File: src/bdc_pkg.sv
// Shared types, constants and calendar helper functions for the business day counter.
package bdc_pkg;

	localparam int YEAR_W  = 14;
	localparam int MONTH_W = 4;
	localparam int DAY_W   = 5;
	localparam int COUNT_W = 22;

	// The walking year may step one past the largest input year.
	localparam int WYEAR_W = YEAR_W + 1;
	// The running count can pass the output range before saturation.
	localparam int CNT_W   = COUNT_W + 1;
	localparam int CENT_W  = 8;
	localparam int YREM_W  = 7;

	localparam logic [WYEAR_W-1:0] YEAR_OFFSET = 15'd400;
	localparam logic [12:0]        RECIP_100   = 13'd5243;
	localparam int                 RECIP_SHIFT = 19;
	localparam logic [YREM_W-1:0]  YREM_LAST   = 7'd99;
	localparam logic [MONTH_W-1:0] MONTH_JAN   = 4'd1;
	localparam logic [MONTH_W-1:0] MONTH_FEB   = 4'd2;
	localparam logic [MONTH_W-1:0] MONTH_MAR   = 4'd3;
	localparam logic [MONTH_W-1:0] MONTH_DEC   = 4'd12;
	localparam logic [DAY_W-1:0]   DAY_FIRST   = 5'd1;
	localparam logic [DAY_W-1:0]   DAY_LONG    = 5'd31;
	localparam logic [DAY_W-1:0]   DAY_LEAPFEB = 5'd29;
	localparam logic [8:0]         YEAR_WORKDAYS = 9'd260;

	localparam logic [DAY_W-1:0] MONTH_LEN [12] = '{
		5'd31, 5'd28, 5'd31, 5'd30, 5'd31, 5'd30,
		5'd31, 5'd31, 5'd30, 5'd31, 5'd30, 5'd31
	};

	typedef struct packed {
		logic load;
		logic div;
		logic yterm;
		logic step;
		logic publish;
	} dp_cmd_t;

	typedef struct packed {
		logic walk_more;
	} dp_sts_t;

	// Remainder by 7 of a value below 64, through a reciprocal multiply.
	function automatic logic [2:0] mod7_small(input logic [5:0] x);
		logic [11:0] p;
		logic [3:0]  q;
		logic [5:0]  r;
		p = 12'(x) * 12'd37;
		q = p[11:8];
		r = x - 6'(q) * 6'd7;
		return r[2:0];
	endfunction

	// Remainder by 7 of a value below 1024.
	function automatic logic [2:0] mod7_wide(input logic [9:0] x);
		logic [21:0] p;
		logic [7:0]  q;
		logic [9:0]  r;
		p = 22'(x) * 22'd2341;
		q = p[21:14];
		r = x - 10'(q) * 10'd7;
		return r[2:0];
	endfunction

	// Leap year from the year's remainder by 100 and the low bits of its century.
	function automatic logic is_leap(input logic [YREM_W-1:0] k, input logic [1:0] j_lo);
		return ((k[1:0] == 2'd0) && (k != '0)) || ((k == '0) && (j_lo == 2'd0));
	endfunction

	function automatic logic [DAY_W-1:0] month_days(input logic [MONTH_W-1:0] m,
			input logic leap);
		logic [DAY_W-1:0] len;
		if (m == '0 || m > MONTH_DEC) begin
			len = DAY_LONG;
		end else if (m == MONTH_FEB && leap) begin
			len = DAY_LEAPFEB;
		end else begin
			len = MONTH_LEN[4'(m - MONTH_JAN)];
		end
		return len;
	endfunction

	// Month term of Zeller's congruence, reduced by 7. January and February
	// (and month 0) count as months 13, 14 and 12 of the previous year.
	function automatic logic [2:0] month_term(input logic [MONTH_W-1:0] m);
		logic [2:0] t;
		case (m)
			4'd0:    t = 3'd5;
			4'd1:    t = 3'd1;
			4'd2:    t = 3'd4;
			4'd3:    t = 3'd3;
			4'd4:    t = 3'd6;
			4'd5:    t = 3'd1;
			4'd6:    t = 3'd4;
			4'd7:    t = 3'd6;
			4'd8:    t = 3'd2;
			4'd9:    t = 3'd5;
			4'd10:   t = 3'd0;
			4'd11:   t = 3'd3;
			4'd12:   t = 3'd5;
			4'd13:   t = 3'd1;
			4'd14:   t = 3'd4;
			default: t = 3'd6;
		endcase
		return t;
	endfunction

	// Zeller's code 0 is Saturday and 1 is Sunday.
	function automatic logic is_workday(input logic [2:0] h);
		return h >= 3'd2;
	endfunction

endpackage

File: src/bdc_ctrl.sv
// Controller state machine of the business day counter.
module bdc_ctrl import bdc_pkg::*; (
	input  logic    clk,
	input  logic    arst_n,
	input  logic    in_valid,
	output logic    in_ready,
	output logic    out_valid,
	input  logic    out_ready,
	input  dp_sts_t sts,
	output dp_cmd_t cmd
);

	typedef enum logic [4:0] {
		ST_IDLE  = 5'b00001,
		ST_DIV   = 5'b00010,
		ST_YTERM = 5'b00100,
		ST_WALK  = 5'b01000,
		ST_HOLD  = 5'b10000
	} state_t;

	state_t state_q, state_d;
	logic   out_valid_q;
	logic   slot_free;

	assign slot_free = !out_valid_q || out_ready;
	assign in_ready  = (state_q == ST_IDLE);
	assign out_valid = out_valid_q;

	always_comb begin
		state_d = state_q;
		cmd     = '0;
		unique case (state_q)
			ST_IDLE: begin
				if (in_valid) begin
					cmd.load = 1'b1;
					state_d  = ST_DIV;
				end
			end
			ST_DIV: begin
				cmd.div = 1'b1;
				state_d = ST_YTERM;
			end
			ST_YTERM: begin
				cmd.yterm = 1'b1;
				state_d   = ST_WALK;
			end
			ST_WALK: begin
				if (sts.walk_more) begin
					cmd.step = 1'b1;
				end else if (slot_free) begin
					cmd.publish = 1'b1;
					state_d     = ST_IDLE;
				end else begin
					state_d = ST_HOLD;
				end
			end
			ST_HOLD: begin
				if (slot_free) begin
					cmd.publish = 1'b1;
					state_d     = ST_IDLE;
				end
			end
			default: begin
				state_d = ST_IDLE;
			end
		endcase
	end

	always_ff @(posedge clk or negedge arst_n) begin
		if (!arst_n) begin
			state_q     <= ST_IDLE;
			out_valid_q <= 1'b0;
		end else begin
			state_q <= state_d;
			if (cmd.publish) begin
				out_valid_q <= 1'b1;
			end else if (out_ready) begin
				out_valid_q <= 1'b0;
			end
		end
	end

	// A new result must never overwrite one that is still waiting.
	assert property (@(posedge clk) disable iff (!arst_n)
		cmd.publish |-> (!out_valid_q || out_ready))
		else $error("result register overwritten");

	// An accepted transaction closes the input until the result is published.
	assert property (@(posedge clk) disable iff (!arst_n)
		(in_valid && in_ready) |=> (state_q == ST_DIV) && !in_ready)
		else $error("input not closed after accept");

	assert property (@(posedge clk) disable iff (!arst_n)
		$rose(out_valid) |-> $past(cmd.publish))
		else $error("result shown without publish");

	assert property (@(posedge clk) disable iff (!arst_n)
		cmd.step |-> sts.walk_more && (state_q == ST_WALK))
		else $error("step issued outside the walk");

endmodule

File: src/bdc_datapath.sv
// Datapath of the business day counter: date walk, weekday terms and count.
module bdc_datapath import bdc_pkg::*; (
	input  logic               clk,
	input  logic               arst_n,
	input  dp_cmd_t            cmd,
	output dp_sts_t            sts,
	input  logic [YEAR_W-1:0]  start_year,
	input  logic [MONTH_W-1:0] start_month,
	input  logic [DAY_W-1:0]   start_day,
	input  logic [YEAR_W-1:0]  end_year,
	input  logic [MONTH_W-1:0] end_month,
	input  logic [DAY_W-1:0]   end_day,
	output logic [COUNT_W-1:0] weekday_count
);

	logic [WYEAR_W-1:0] y_q;
	logic [MONTH_W-1:0] m_q;
	logic [DAY_W-1:0]   d_q;
	logic [YEAR_W-1:0]  ey_q;
	logic [MONTH_W-1:0] em_q;
	logic [DAY_W-1:0]   ed_q;
	logic [CNT_W-1:0]   cnt_q;
	// Remainder and century of y + 400, and the Zeller year terms of y + 400
	// (f0) and y + 399 (f1).
	logic [YREM_W-1:0]  k_q;
	logic [CENT_W-1:0]  j_q;
	logic [2:0]         f0_q;
	logic [2:0]         f1_q;
	logic [COUNT_W-1:0] weekday_count_q;

	logic [WYEAR_W-1:0] y_off;
	logic [27:0]        prod;
	logic [CENT_W-1:0]  j_div;
	logic [YREM_W-1:0]  k_div;
	logic [9:0]         ysum;
	logic               leap_cur;
	logic [YREM_W-1:0]  k_adv;
	logic [CENT_W-1:0]  j_adv;
	logic [3:0]         f0_sum;
	logic [2:0]         f0_adv;
	logic               skip;
	logic [CNT_W-1:0]   skip_add;
	logic [DAY_W:0]     d_inc;
	logic [MONTH_W:0]   m_inc;
	logic               wrap;
	logic               yinc;
	logic               adv_year;
	logic [DAY_W-1:0]   nd;
	logic [MONTH_W-1:0] nm;
	logic [2:0]         f0_n;
	logic [2:0]         f1_n;
	logic [2:0]         yt;
	logic               day_add;

	assign sts.walk_more = {y_q, m_q, d_q} < {1'b0, ey_q, em_q, ed_q};

	// Century split by reciprocal multiply; exact for every reachable year.
	assign y_off = y_q + YEAR_OFFSET;
	assign prod  = 28'(y_off) * 28'(RECIP_100);
	assign j_div = prod[RECIP_SHIFT+CENT_W-1:RECIP_SHIFT];
	assign k_div = YREM_W'(y_off - 15'(j_div) * 15'd100);

	assign ysum     = 10'(k_q) + 10'(k_q >> 2) + 10'(j_q >> 2) + 10'(j_q) * 10'd5;
	assign leap_cur = is_leap(k_q, j_q[1:0]);

	assign k_adv  = (k_q == YREM_LAST) ? '0 : k_q + 7'd1;
	assign j_adv  = (k_q == YREM_LAST) ? j_q + 8'd1 : j_q;
	assign f0_sum = 4'(f0_q) + 4'd1 + 4'(is_leap(k_adv, j_adv[1:0]));
	assign f0_adv = (f0_sum >= 4'd7) ? 3'(f0_sum - 4'd7) : f0_sum[2:0];

	// From January 1 a whole year is taken at once: 364 days hold 260
	// weekdays, plus January 2 and, in a leap year, January 3.
	assign skip = (m_q == MONTH_JAN) && (d_q == DAY_FIRST)
		&& (16'(y_q) + 16'd1 < 16'(ey_q));
	assign skip_add = CNT_W'(YEAR_WORKDAYS)
		+ CNT_W'(is_workday(mod7_small(6'(f1_q) + 6'd3)))
		+ CNT_W'(leap_cur && is_workday(mod7_small(6'(f1_q) + 6'd4)));

	assign d_inc = 6'(d_q) + 6'd1;
	assign m_inc = 5'(m_q) + 5'd1;
	assign wrap  = d_inc > 6'(month_days(m_q, leap_cur));
	assign yinc  = wrap && (m_inc > 5'(MONTH_DEC));
	assign nd    = wrap ? DAY_FIRST : d_inc[DAY_W-1:0];
	assign nm    = !wrap ? m_q : (yinc ? MONTH_JAN : m_inc[MONTH_W-1:0]);
	assign f0_n  = yinc ? f0_adv : f0_q;
	assign f1_n  = yinc ? f0_q : f1_q;
	assign yt    = (nm < MONTH_MAR) ? f1_n : f0_n;
	assign day_add = is_workday(mod7_small(6'(nd) + 6'(month_term(nm)) + 6'(yt)));

	assign adv_year = skip || yinc;

	always_ff @(posedge clk) begin
		if (cmd.load) begin
			y_q   <= WYEAR_W'(start_year);
			m_q   <= start_month;
			d_q   <= start_day;
			ey_q  <= end_year;
			em_q  <= end_month;
			ed_q  <= end_day;
			cnt_q <= '0;
		end
		if (cmd.div) begin
			k_q <= k_div;
			j_q <= j_div;
		end
		if (cmd.yterm) begin
			f0_q <= mod7_wide(ysum);
			// One year back shifts the term by one day, two over a leap day.
			f1_q <= mod7_wide(ysum + 10'd6 - 10'(leap_cur));
		end
		if (cmd.step) begin
			if (adv_year) begin
				y_q  <= y_q + 15'd1;
				k_q  <= k_adv;
				j_q  <= j_adv;
				f0_q <= f0_adv;
				f1_q <= f0_q;
			end
			if (skip) begin
				cnt_q <= cnt_q + skip_add;
			end else begin
				d_q   <= nd;
				m_q   <= nm;
				cnt_q <= cnt_q + CNT_W'(day_add);
			end
		end
		if (cmd.publish) begin
			weekday_count_q <= cnt_q[CNT_W-1] ? '1 : cnt_q[COUNT_W-1:0];
		end
	end

	assign weekday_count = weekday_count_q;

	// The count only grows during the walk.
	assert property (@(posedge clk) disable iff (!arst_n)
		cmd.step |=> cnt_q >= $past(cnt_q))
		else $error("count decreased");

	// Every step leaves a nonzero day and a year remainder of at most 99.
	assert property (@(posedge clk) disable iff (!arst_n)
		cmd.step |=> (d_q != '0) && (k_q <= YREM_LAST))
		else $error("walk reached an impossible date");

	assert property (@(posedge clk) disable iff (!arst_n)
		(cmd.step && skip) |=> (m_q == MONTH_JAN) && (d_q == DAY_FIRST))
		else $error("year run left January 1");

endmodule

File: src/business_day_counter.sv
// Business day counter: weekdays after a start date up to and including an end date.
//
// Usage: a transaction on the input channel (in_valid, in_ready) carries a start
// and an end date as year, month and day. One result transaction on the output
// channel (out_valid, out_ready) returns weekday_count, the number of Monday to
// Friday days after the start date up to and including the end date, or 0 when
// the end date is not after the start date. The count saturates at 4194303.
// Sequence: after the accept, the DIV state splits the start year into century
// terms and the YTERM state forms the year terms; then the walk steps through the
// calendar one day at a time, except that a whole year starting on January 1 is
// taken in one step; a publish then loads the result register.
// One query is in work at a time; the next is accepted once the result is loaded,
// even while that result still waits to be taken. The day walk is the limit on
// throughput.
// Reset clears the controller and the result valid flag; the block then
// idles with in_ready high. A stalled receiver holds the result register, and
// a finished query waits in the controller until the register frees up.
module business_day_counter import bdc_pkg::*; (
	input  logic               clk,
	input  logic               arst_n,
	input  logic               in_valid,
	output logic               in_ready,
	input  logic [YEAR_W-1:0]  start_year,
	input  logic [MONTH_W-1:0] start_month,
	input  logic [DAY_W-1:0]   start_day,
	input  logic [YEAR_W-1:0]  end_year,
	input  logic [MONTH_W-1:0] end_month,
	input  logic [DAY_W-1:0]   end_day,
	output logic               out_valid,
	input  logic               out_ready,
	output logic [COUNT_W-1:0] weekday_count
);

	dp_cmd_t cmd;
	dp_sts_t sts;

	bdc_ctrl u_ctrl (
		.clk       (clk),
		.arst_n    (arst_n),
		.in_valid  (in_valid),
		.in_ready  (in_ready),
		.out_valid (out_valid),
		.out_ready (out_ready),
		.sts       (sts),
		.cmd       (cmd)
	);

	bdc_datapath u_datapath (
		.clk           (clk),
		.arst_n        (arst_n),
		.cmd           (cmd),
		.sts           (sts),
		.start_year    (start_year),
		.start_month   (start_month),
		.start_day     (start_day),
		.end_year      (end_year),
		.end_month     (end_month),
		.end_day       (end_day),
		.weekday_count (weekday_count)
	);

endmodule
File: config.mk
export PLATFORM = sky130hd
export DESIGN_NAME = business_day_counter
export DESIGN_NICKNAME = d
export VERILOG_FILES = /design/src/bdc_pkg.sv /design/src/bdc_ctrl.sv /design/src/bdc_datapath.sv /design/src/business_day_counter.sv
export SDC_FILE = /design/constraint.sdc
export NUM_CORES = 1
export LEC_CHECK = 0
export BUFFER_PORTS_ARGS = -buffer_cell sky130_fd_sc_hd__buf_2
export CAP_MARGIN = 30
export CORE_MARGIN = 8
export CORE_UTILIZATION = 48
export CTS_CLUSTER_DIAMETER = 120
export DETAILED_ROUTE_END_ITERATION = 16
export SLEW_MARGIN = 10
export SYNTH_ARGS = -nofsm -noshare
export SYNTH_HDL_FRONTEND = slang
export SYNTH_SLANG_ARGS = --single-unit
export TNS_END_PERCENT = 10
File: constraint.sdc
create_clock -name clk -period 12.99 [get_ports clk]
set_input_delay 3.897 -clock clk [delete_from_list [all_inputs] [get_ports clk]]
set_output_delay 3.897 -clock clk [all_outputs]
set_load 0.01 [all_outputs]
[Word-level counts from Yosys, hierarchy flattened]
Memories as Yosys holds them, arrays and structs flattened.
Index checks and enable logic that the tools add are counted.
Operators by class
  add/subtract/negate cells: 30
  $mul: 13
  div/mod/pow operators: 0
  magnitude comparators: 11
  eq/ne operators: 13
  shift-type cells: 0
  multiplexer cells: 53
  bitwise operators: 1
  reductions and logical operators: 27
Operator list (number)
  $mux W23: 3
  $mux W5: 12
  $add A23 B1 Y23: 2
  $mux W15: 3
  $mul A10 B12 Y22 const B: 2
  $mux W8: 4
  $mux W3: 10
  $mux W7: 4
  $mul A15 B13 Y27 const B: 1
  $pmux W5 S5: 1
  $lt A24 B23 Y1: 1
  $add A23 B23 Y23: 1
  $mul A4 B6 Y10 const B: 2
  $mux W4: 5
  $add A15 B1 Y16 const B: 1
  $lt A16 B14 Y1: 1
  $mul A8 B3 Y3 const B: 2
  $add A15 B1 Y15 const B: 1
  $add A15 B9 Y15 const B: 1
  $sub A3 B3 Y3: 5
  $logic_not A7 Y1: 2
  $reduce_bool A7 Y1: 2
  $mul A4 B3 Y3 const B: 3
  $mul A6 B6 Y12 const B: 1
  other kinds (49): 78
Word-level totals
  register bits after elaboration: 119
  latch bits: 0
  memory bits (writable): 0
  memory bits (read-only): 128
  input port bits: 50
  output and inout port bits: 24
  memories kept: 2
Memories
  (name not given): words 16, bits a word 5, read ports 1, clocked after Yosys merged registers in 0, write ports 0, RTL line bdc_pkg.sv:81  | len = MONTH_LEN[4'(m - MONTH_JAN)];
  (name not given): words 16, bits a word 3, read ports 1, clocked after Yosys merged registers in 0, write ports 0, RTL line bdc_pkg.sv:90  | case (m)

[Depth between registers and ports, before layout]
  depth after elaboration: 21
  depth in mapped cells: 55
  mapped depth without buffers: 54

[Modules after synthesis]
From an unflattened synthesis, not the netlist that was laid out.
Second synthesis, totals
  cell total of the unflattened synthesis: 1640
  area, all modules: 15787.6 µm²
Modules (own cells, without submodules)
  bdc_datapath: instances 1, cells each 1597, area an instance 15362.2 µm², seq. area each 3002.9 µm²
  bdc_ctrl: instances 1, cells each 43, area an instance 425.4 µm², seq. area each 151.4 µm²

[Worst setup path before layout]
OpenSTA, ideal clock, no wires.
  kind: reg-to-reg
  start: register u_datapath.k_q[3]
  end: register u_datapath.cnt_q[22] (data pin)
  arrival: 9.919 ns
  data required time: 12.724 ns
  slack: 2.805 ns
  cell stages (with the launch flop): 54
  path buffers: 2
  period minus slack after synthesis: 10.185 ns
  path through: dfxtp_1 -> clkbuf_1 -> or3_1 -> o41a_1 -> nand2_1 -> a31oi_1 -> nor2_1 -> a21oi_1 -> o21ai_0 -> o211ai_1 -> ha_1 -> a221oi_2 -> maj3_2 -> and2_1 -> buf_6 -> nand2_1 -> a21oi_1 -> inv_1 -> [... 18 more ...] -> o21a_1 -> o21a_1 -> nor2_1 -> xnor2_1 -> fa_1 -> xnor2_1 -> xnor2_1 -> xnor2_1 -> xnor2_1 -> nand2b_1 -> ha_1 -> ha_1 -> nand3_1 -> inv_1 -> o21a_1 -> o2111ai_1 -> xor2_1 -> nor2_1
Between the ends
  cells in the longest elaborated chain, start to end: 20
Ends and longest elaborated chain
  start, declared: RTL line bdc_datapath.sv:25  | logic [YREM_W-1:0] k_q;
  start signal, assigned: RTL line bdc_datapath.sv:103  | k_q <= k_div;
  start signal, assigned: RTL line bdc_datapath.sv:114  | k_q <= k_adv;
  $reduce_bool A7 Y1 / $logic_not A7 Y1 (equally long branches): RTL line bdc_pkg.sv:70  | return ((k[1:0] == 2'd0) && (k != '0)) || ((k == '0) && (j_lo == 2'd0));
  $logic_and A1 B1 Y1: RTL line bdc_pkg.sv:70
  $logic_or A1 B1 Y1: RTL line bdc_pkg.sv:70
  $logic_and A1 B1 Y1: RTL line bdc_pkg.sv:78  | end else if (m == MONTH_FEB && leap) begin
  $mux W5: RTL line bdc_pkg.sv:78
  $mux W5: RTL line bdc_pkg.sv:76  | if (m == '0 || m > MONTH_DEC) begin
  $gt A6 B5 Y1: RTL line bdc_datapath.sv:81  | assign wrap = d_inc > 6'(month_days(m_q, leap_cur));
  $logic_and A1 B1 Y1: RTL line bdc_datapath.sv:82  | assign yinc = wrap && (m_inc > 5'(MONTH_DEC));
  [... 4 more ...]
  $add A6 B3 Y6: RTL line bdc_datapath.sv:88  | assign day_add = is_workday(mod7_small(6'(nd) + 6'(month_term(nm)) + 6'(yt)));
  $mul A6 B6 Y12: RTL line bdc_pkg.sv:51  | p = 12'(x) * 12'd37;
  $mul A4 B3 Y3: RTL line bdc_pkg.sv:53  | r = x - 6'(q) * 6'd7;
  $sub A3 B3 Y3: RTL line bdc_pkg.sv:53
  $ge A3 B2 Y1: RTL line bdc_pkg.sv:113  | return h >= 3'd2;
  $add A23 B1 Y23: RTL line bdc_datapath.sv:124  | cnt_q <= cnt_q + CNT_W'(day_add);
  $mux W23 *: RTL line bdc_datapath.sv:119  | if (skip) begin
  $mux W23 *: RTL line bdc_datapath.sv:111  | if (cmd.step) begin
  end signal, assigned: RTL line bdc_datapath.sv:120  | cnt_q <= cnt_q + skip_add;
  end signal, assigned: RTL line bdc_datapath.sv:124
  end, declared: RTL line bdc_datapath.sv:22  | logic [CNT_W-1:0] cnt_q;
Mark *: on every way between the ends. The rest lies on a longest branch, timed or not. The select of a mux whose other input is x is not followed.
A chain may end at the register's enable or synchronous reset.

[Worst setup path in the final report]
  start: register u_datapath.k_q[4]
  end: register u_datapath.cnt_q[18] (data pin)
Same word-level chain as after synthesis.

==> flow_summary.json <==
{
  "timing.fmax_mhz": 89.0,
  "min-delay-path-class": "reg2reg",
  "worst_r2r_endpoint": "u_datapath.cnt_q[18]$_SDFFCE_PN0P_",
  "grt_pass1_vias": 11500,
  "routed_wl_um": 33600,
  "via_per_inst": 5.19,
  "final_layout_size_suffix_gt1_frac": 0.0960,
  "cts_tree": "built",
  "synth-edff-count": 74,
  "synth_common_cells": "sky130_fd_sc_hd__ha_1, sky130_fd_sc_hd__inv_1, sky130_fd_sc_hd__fa_1, sky130_fd_sc_hd__nor2_1, sky130_fd_sc_hd__xnor2_1",
  "synth_mux_area_frac": 0.0205,
  "ys_flop_type": "sky130_fd_sc_hd__edfxtp_1",
  "final-setup-viol-count": 0,
  "grt_setup_unrepaired": "false",
  "track_usage": 0.179,
  "finalMaxSlewViolations": 0,
  "fin_worst_skew_ns": 0.0157,
  "slowest_delay_ns": 0.48,
  "dp_hpwl_um": 28000,
  "timing.critical_path.required_ns": 13.16,
  "setup.worst_path.end_class": "flop",
  "syn-mean-instance-area_sq_um": 9.48,
  "hold-path-cell-count": 2,
  "maxCapViolations": 0,
  "post_cts_hold_buffer_count": 0,
  "floorplan.initialDensity": 0.487,
  "clk_pin_slew_worst_paths_ns": 0.06,
  "design.core.area_sq_um": 32500,
  "synth_compound_gate_area_share": 0.114,
  "route.top_layer_used": "met4",
  "yosys.area_share.xor_xnor": 0.0688,
  "place.gp.congestion": 0.857,
  "final_hold_viol_count": 0,
  "final.min_clock_period_ns": 11.24,
  "insertedDiodeCount": 0,
  "finish.net_count": 2229,
  "post_synth_and_or_nand_nor_area_fraction": 0.108,
  "chipHeight_um": 197,
  "post_cts.resized_instances": 0,
  "io_buffer_count": 73,
  "dr.first_iter.drc_count": 614,
  "io_pins": 74,
  "placementRows": 66,
  "cts_buffers": 17,
  "post-cts-setup-buffers": 0,
  "clk_root_buffer_cell": "sky130_fd_sc_hd__clkbuf_16",
  "ff_latch_count_synth": 119,
  "min_period_over_period": 0.865,
  "run_status": "finished, final reports clean",
  "largest_net_degree_at_the_start_of_global_routing": 49,
  "tritoncts_num_sinks": 119,
  "synthAdderAreaFrac": 0.404,
  "remaining_drc_errors": 0,
  "grt_remaining_overflow": 0,
  "worst-r2r-setup-slack_ns": 1.75,
  "largest_family_of_logic_cells_by_synthesized_area": "adder cells",
  "antenna_found_initial": 0,
  "netlist_top_cells_area": "sky130_fd_sc_hd__ha_1, sky130_fd_sc_hd__fa_1, sky130_fd_sc_hd__edfxtp_1, sky130_fd_sc_hd__inv_1, sky130_fd_sc_hd__dfxtp_1",
  "async_flop_share": 0.0504,
  "worst_path_max_delay_cell": "sky130_fd_sc_hd__fa_1",
  "die_w_um": 197,
  "crit-reg2reg-launch": "u_datapath.k_q[4]$_DFF_P_",
  "first_pass_iters": 5,
  "layout_area_overhead_pct": 9.18,
  "clock_tree.htree_level_count": 4,
  "timing_worst_slew_pin_value_ns": 0.926,
  "timing.critical_path.arrival_ns": 11.41,
  "worstHoldEndpoint": "u_datapath.f1_q[0]$_DFF_P_",
  "detailroute.wirelength.met3_um": 1520,
  "drt-met1-wl_um": 17300,
  "ant_nets": 0,
  "syn_inst": 1668,
  "grt_pass1_wl_um": 57000,
  "synth_top_cell_area_share": 0.260,
  "synthDistinctLibCells": 88,
  "deepest_clock_path_buffer_count": 2,
  "crit_fanout": 10,
  "timing.max_slew.rel_slack": 0.378,
  "synth_nets": 2160,
  "hold_start": "u_datapath.f0_q[0]$_DFF_P_",
  "mappedNetlistArea_sq_um": 15800,
  "final_total_negative_setup_slack_ns": 0,
  "ys_seq_area_frac": 0.200,
  "synth-warning-count": 0,
  "yosysMostFrequentCell": "sky130_fd_sc_hd__ha_1",
  "route.vias.total": 11400,
  "crit_top_cell": "sky130_fd_sc_hd__ha_1",
  "timing.critical_path.from_type": "flop",
  "r2r.worst_path.cells": 52,
  "route.detailed.wl_per_inst_um": 15.3,
  "clk-insertion-delay-late_ns": 0.43,
  "worst_setup_path_type": "reg2reg",
  "die_area_sq_um": 39000,
  "synth_area_leader_cell": "sky130_fd_sc_hd__ha_1",
  "met2WireLength_um": 14400
}
## per-stage QoR
stage	setup WS [ns]	cells	util	cell area, sq um	hold WS (ns)
final	1.75	2192	0.532	17300	0.513
after global routing	0.656	2192	0.532	17300	0.549
after CTS	1.70	2189	0.531	17200	0.520
after detailed placement	1.78	2157	0.513	16600	0.530
after global placement	2.04	2154	0.511	16600	0.526
after floorplan	2.80	1668	-	15800	0.462
## worst max-delay path by stage
stage	cells after the start	to	slack [ns]	start
floorplan	53	u_datapath.cnt_q[22]$_SDFFCE_PN0P_	2.80	u_datapath.k_q[3]$_DFF_P_
CTS	52	u_datapath.cnt_q[18]$_SDFFCE_PN0P_	1.70	u_datapath.k_q[3]$_DFF_P_
global placement	52	u_datapath.cnt_q[22]$_SDFFCE_PN0P_	2.04	u_datapath.k_q[3]$_DFF_P_
detailed placement	52	u_datapath.cnt_q[22]$_SDFFCE_PN0P_	1.78	u_datapath.k_q[3]$_DFF_P_
finish	52	u_datapath.cnt_q[18]$_SDFFCE_PN0P_	1.75	u_datapath.k_q[4]$_DFF_P_
global route	52	u_datapath.cnt_q[22]$_SDFFCE_PN0P_	0.66	u_datapath.m_q[0]$_DFF_P_
## state kept, by name, summed over array words and instances (netlist names)
| register | count |
|---|---|
| u_datapath.k_q | 7 |
| u_datapath.d_q | 5 |
| u_datapath.j_q | 8 |
| u_datapath.y_q | 15 |
| u_datapath.f0_q | 3 |
| u_ctrl.state_q | 5 |
| u_datapath.f1_q | 3 |
| u_ctrl.out_valid | 1 |
| u_datapath.weekday_count | 22 |
| u_datapath.ed_q | 5 |
| u_datapath.cnt_q | 23 |
| u_datapath.ey_q | 14 |
| u_datapath.em_q | 4 |
| u_datapath.m_q | 4 |
## cells by family (layout without fill, tap and decap cells)
logic type,count (synthesis),after routing
multiplexers,32,32
XOR/XNOR,121,121
flip-flops,119,119
adder cells (fa/ha/maj),443,443
buffers and inverters,344,426
AND/OR/NAND/NOR,335,335
AO/OA/AOI/OAI,274,274
## routing by layer
metal | up-vias | track usage
met5 | - | 0
met4 | 0 | 0.0365
met3 | 26 | 0.0315
met2 | 192 | 0.277
met1 | 5359 | 0.259
li1 | 5801 | -
## layout make-up
type | count | area (sq um)
Timing Repair Buffer | 81 | 453
Fill cell | 3022 | 15200
Tap cell | 442 | 553
Clock buffer | 20 | 447
Clock inverter | 12 | 153
Inverter | 313 | 1170
Multi-Input combinational cell | 1205 | 11300
Sequential cell | 119 | 3150
## critical path: cells and delay by family (launching register included)
family / cells / cell delay [ns]
simple gates: 15 / 2.25
flops: 1 / 0.41
buf+inv: 2 / 0.18
fa+ha+maj: 13 / 3.86
compound gates: 15 / 3.05
xor+xnor: 7 / 1.19
## cells in the final DEF, fill, tap and decap left out, drive strengths merged, types with 29 or more instances in the layout
master,instances
inv,312
nor2,92
xor2,40
nand2,78
a21o,30
fa,113
dfxtp,39
ha,329
mux2i,29
xnor2,79
o21ai,74
buf,80
edfxtp,74
a21oi,72
Power is left out: the tool's default activity adds up to more than one toggle a clock period on the data nets, which glitch-free logic cannot reach.
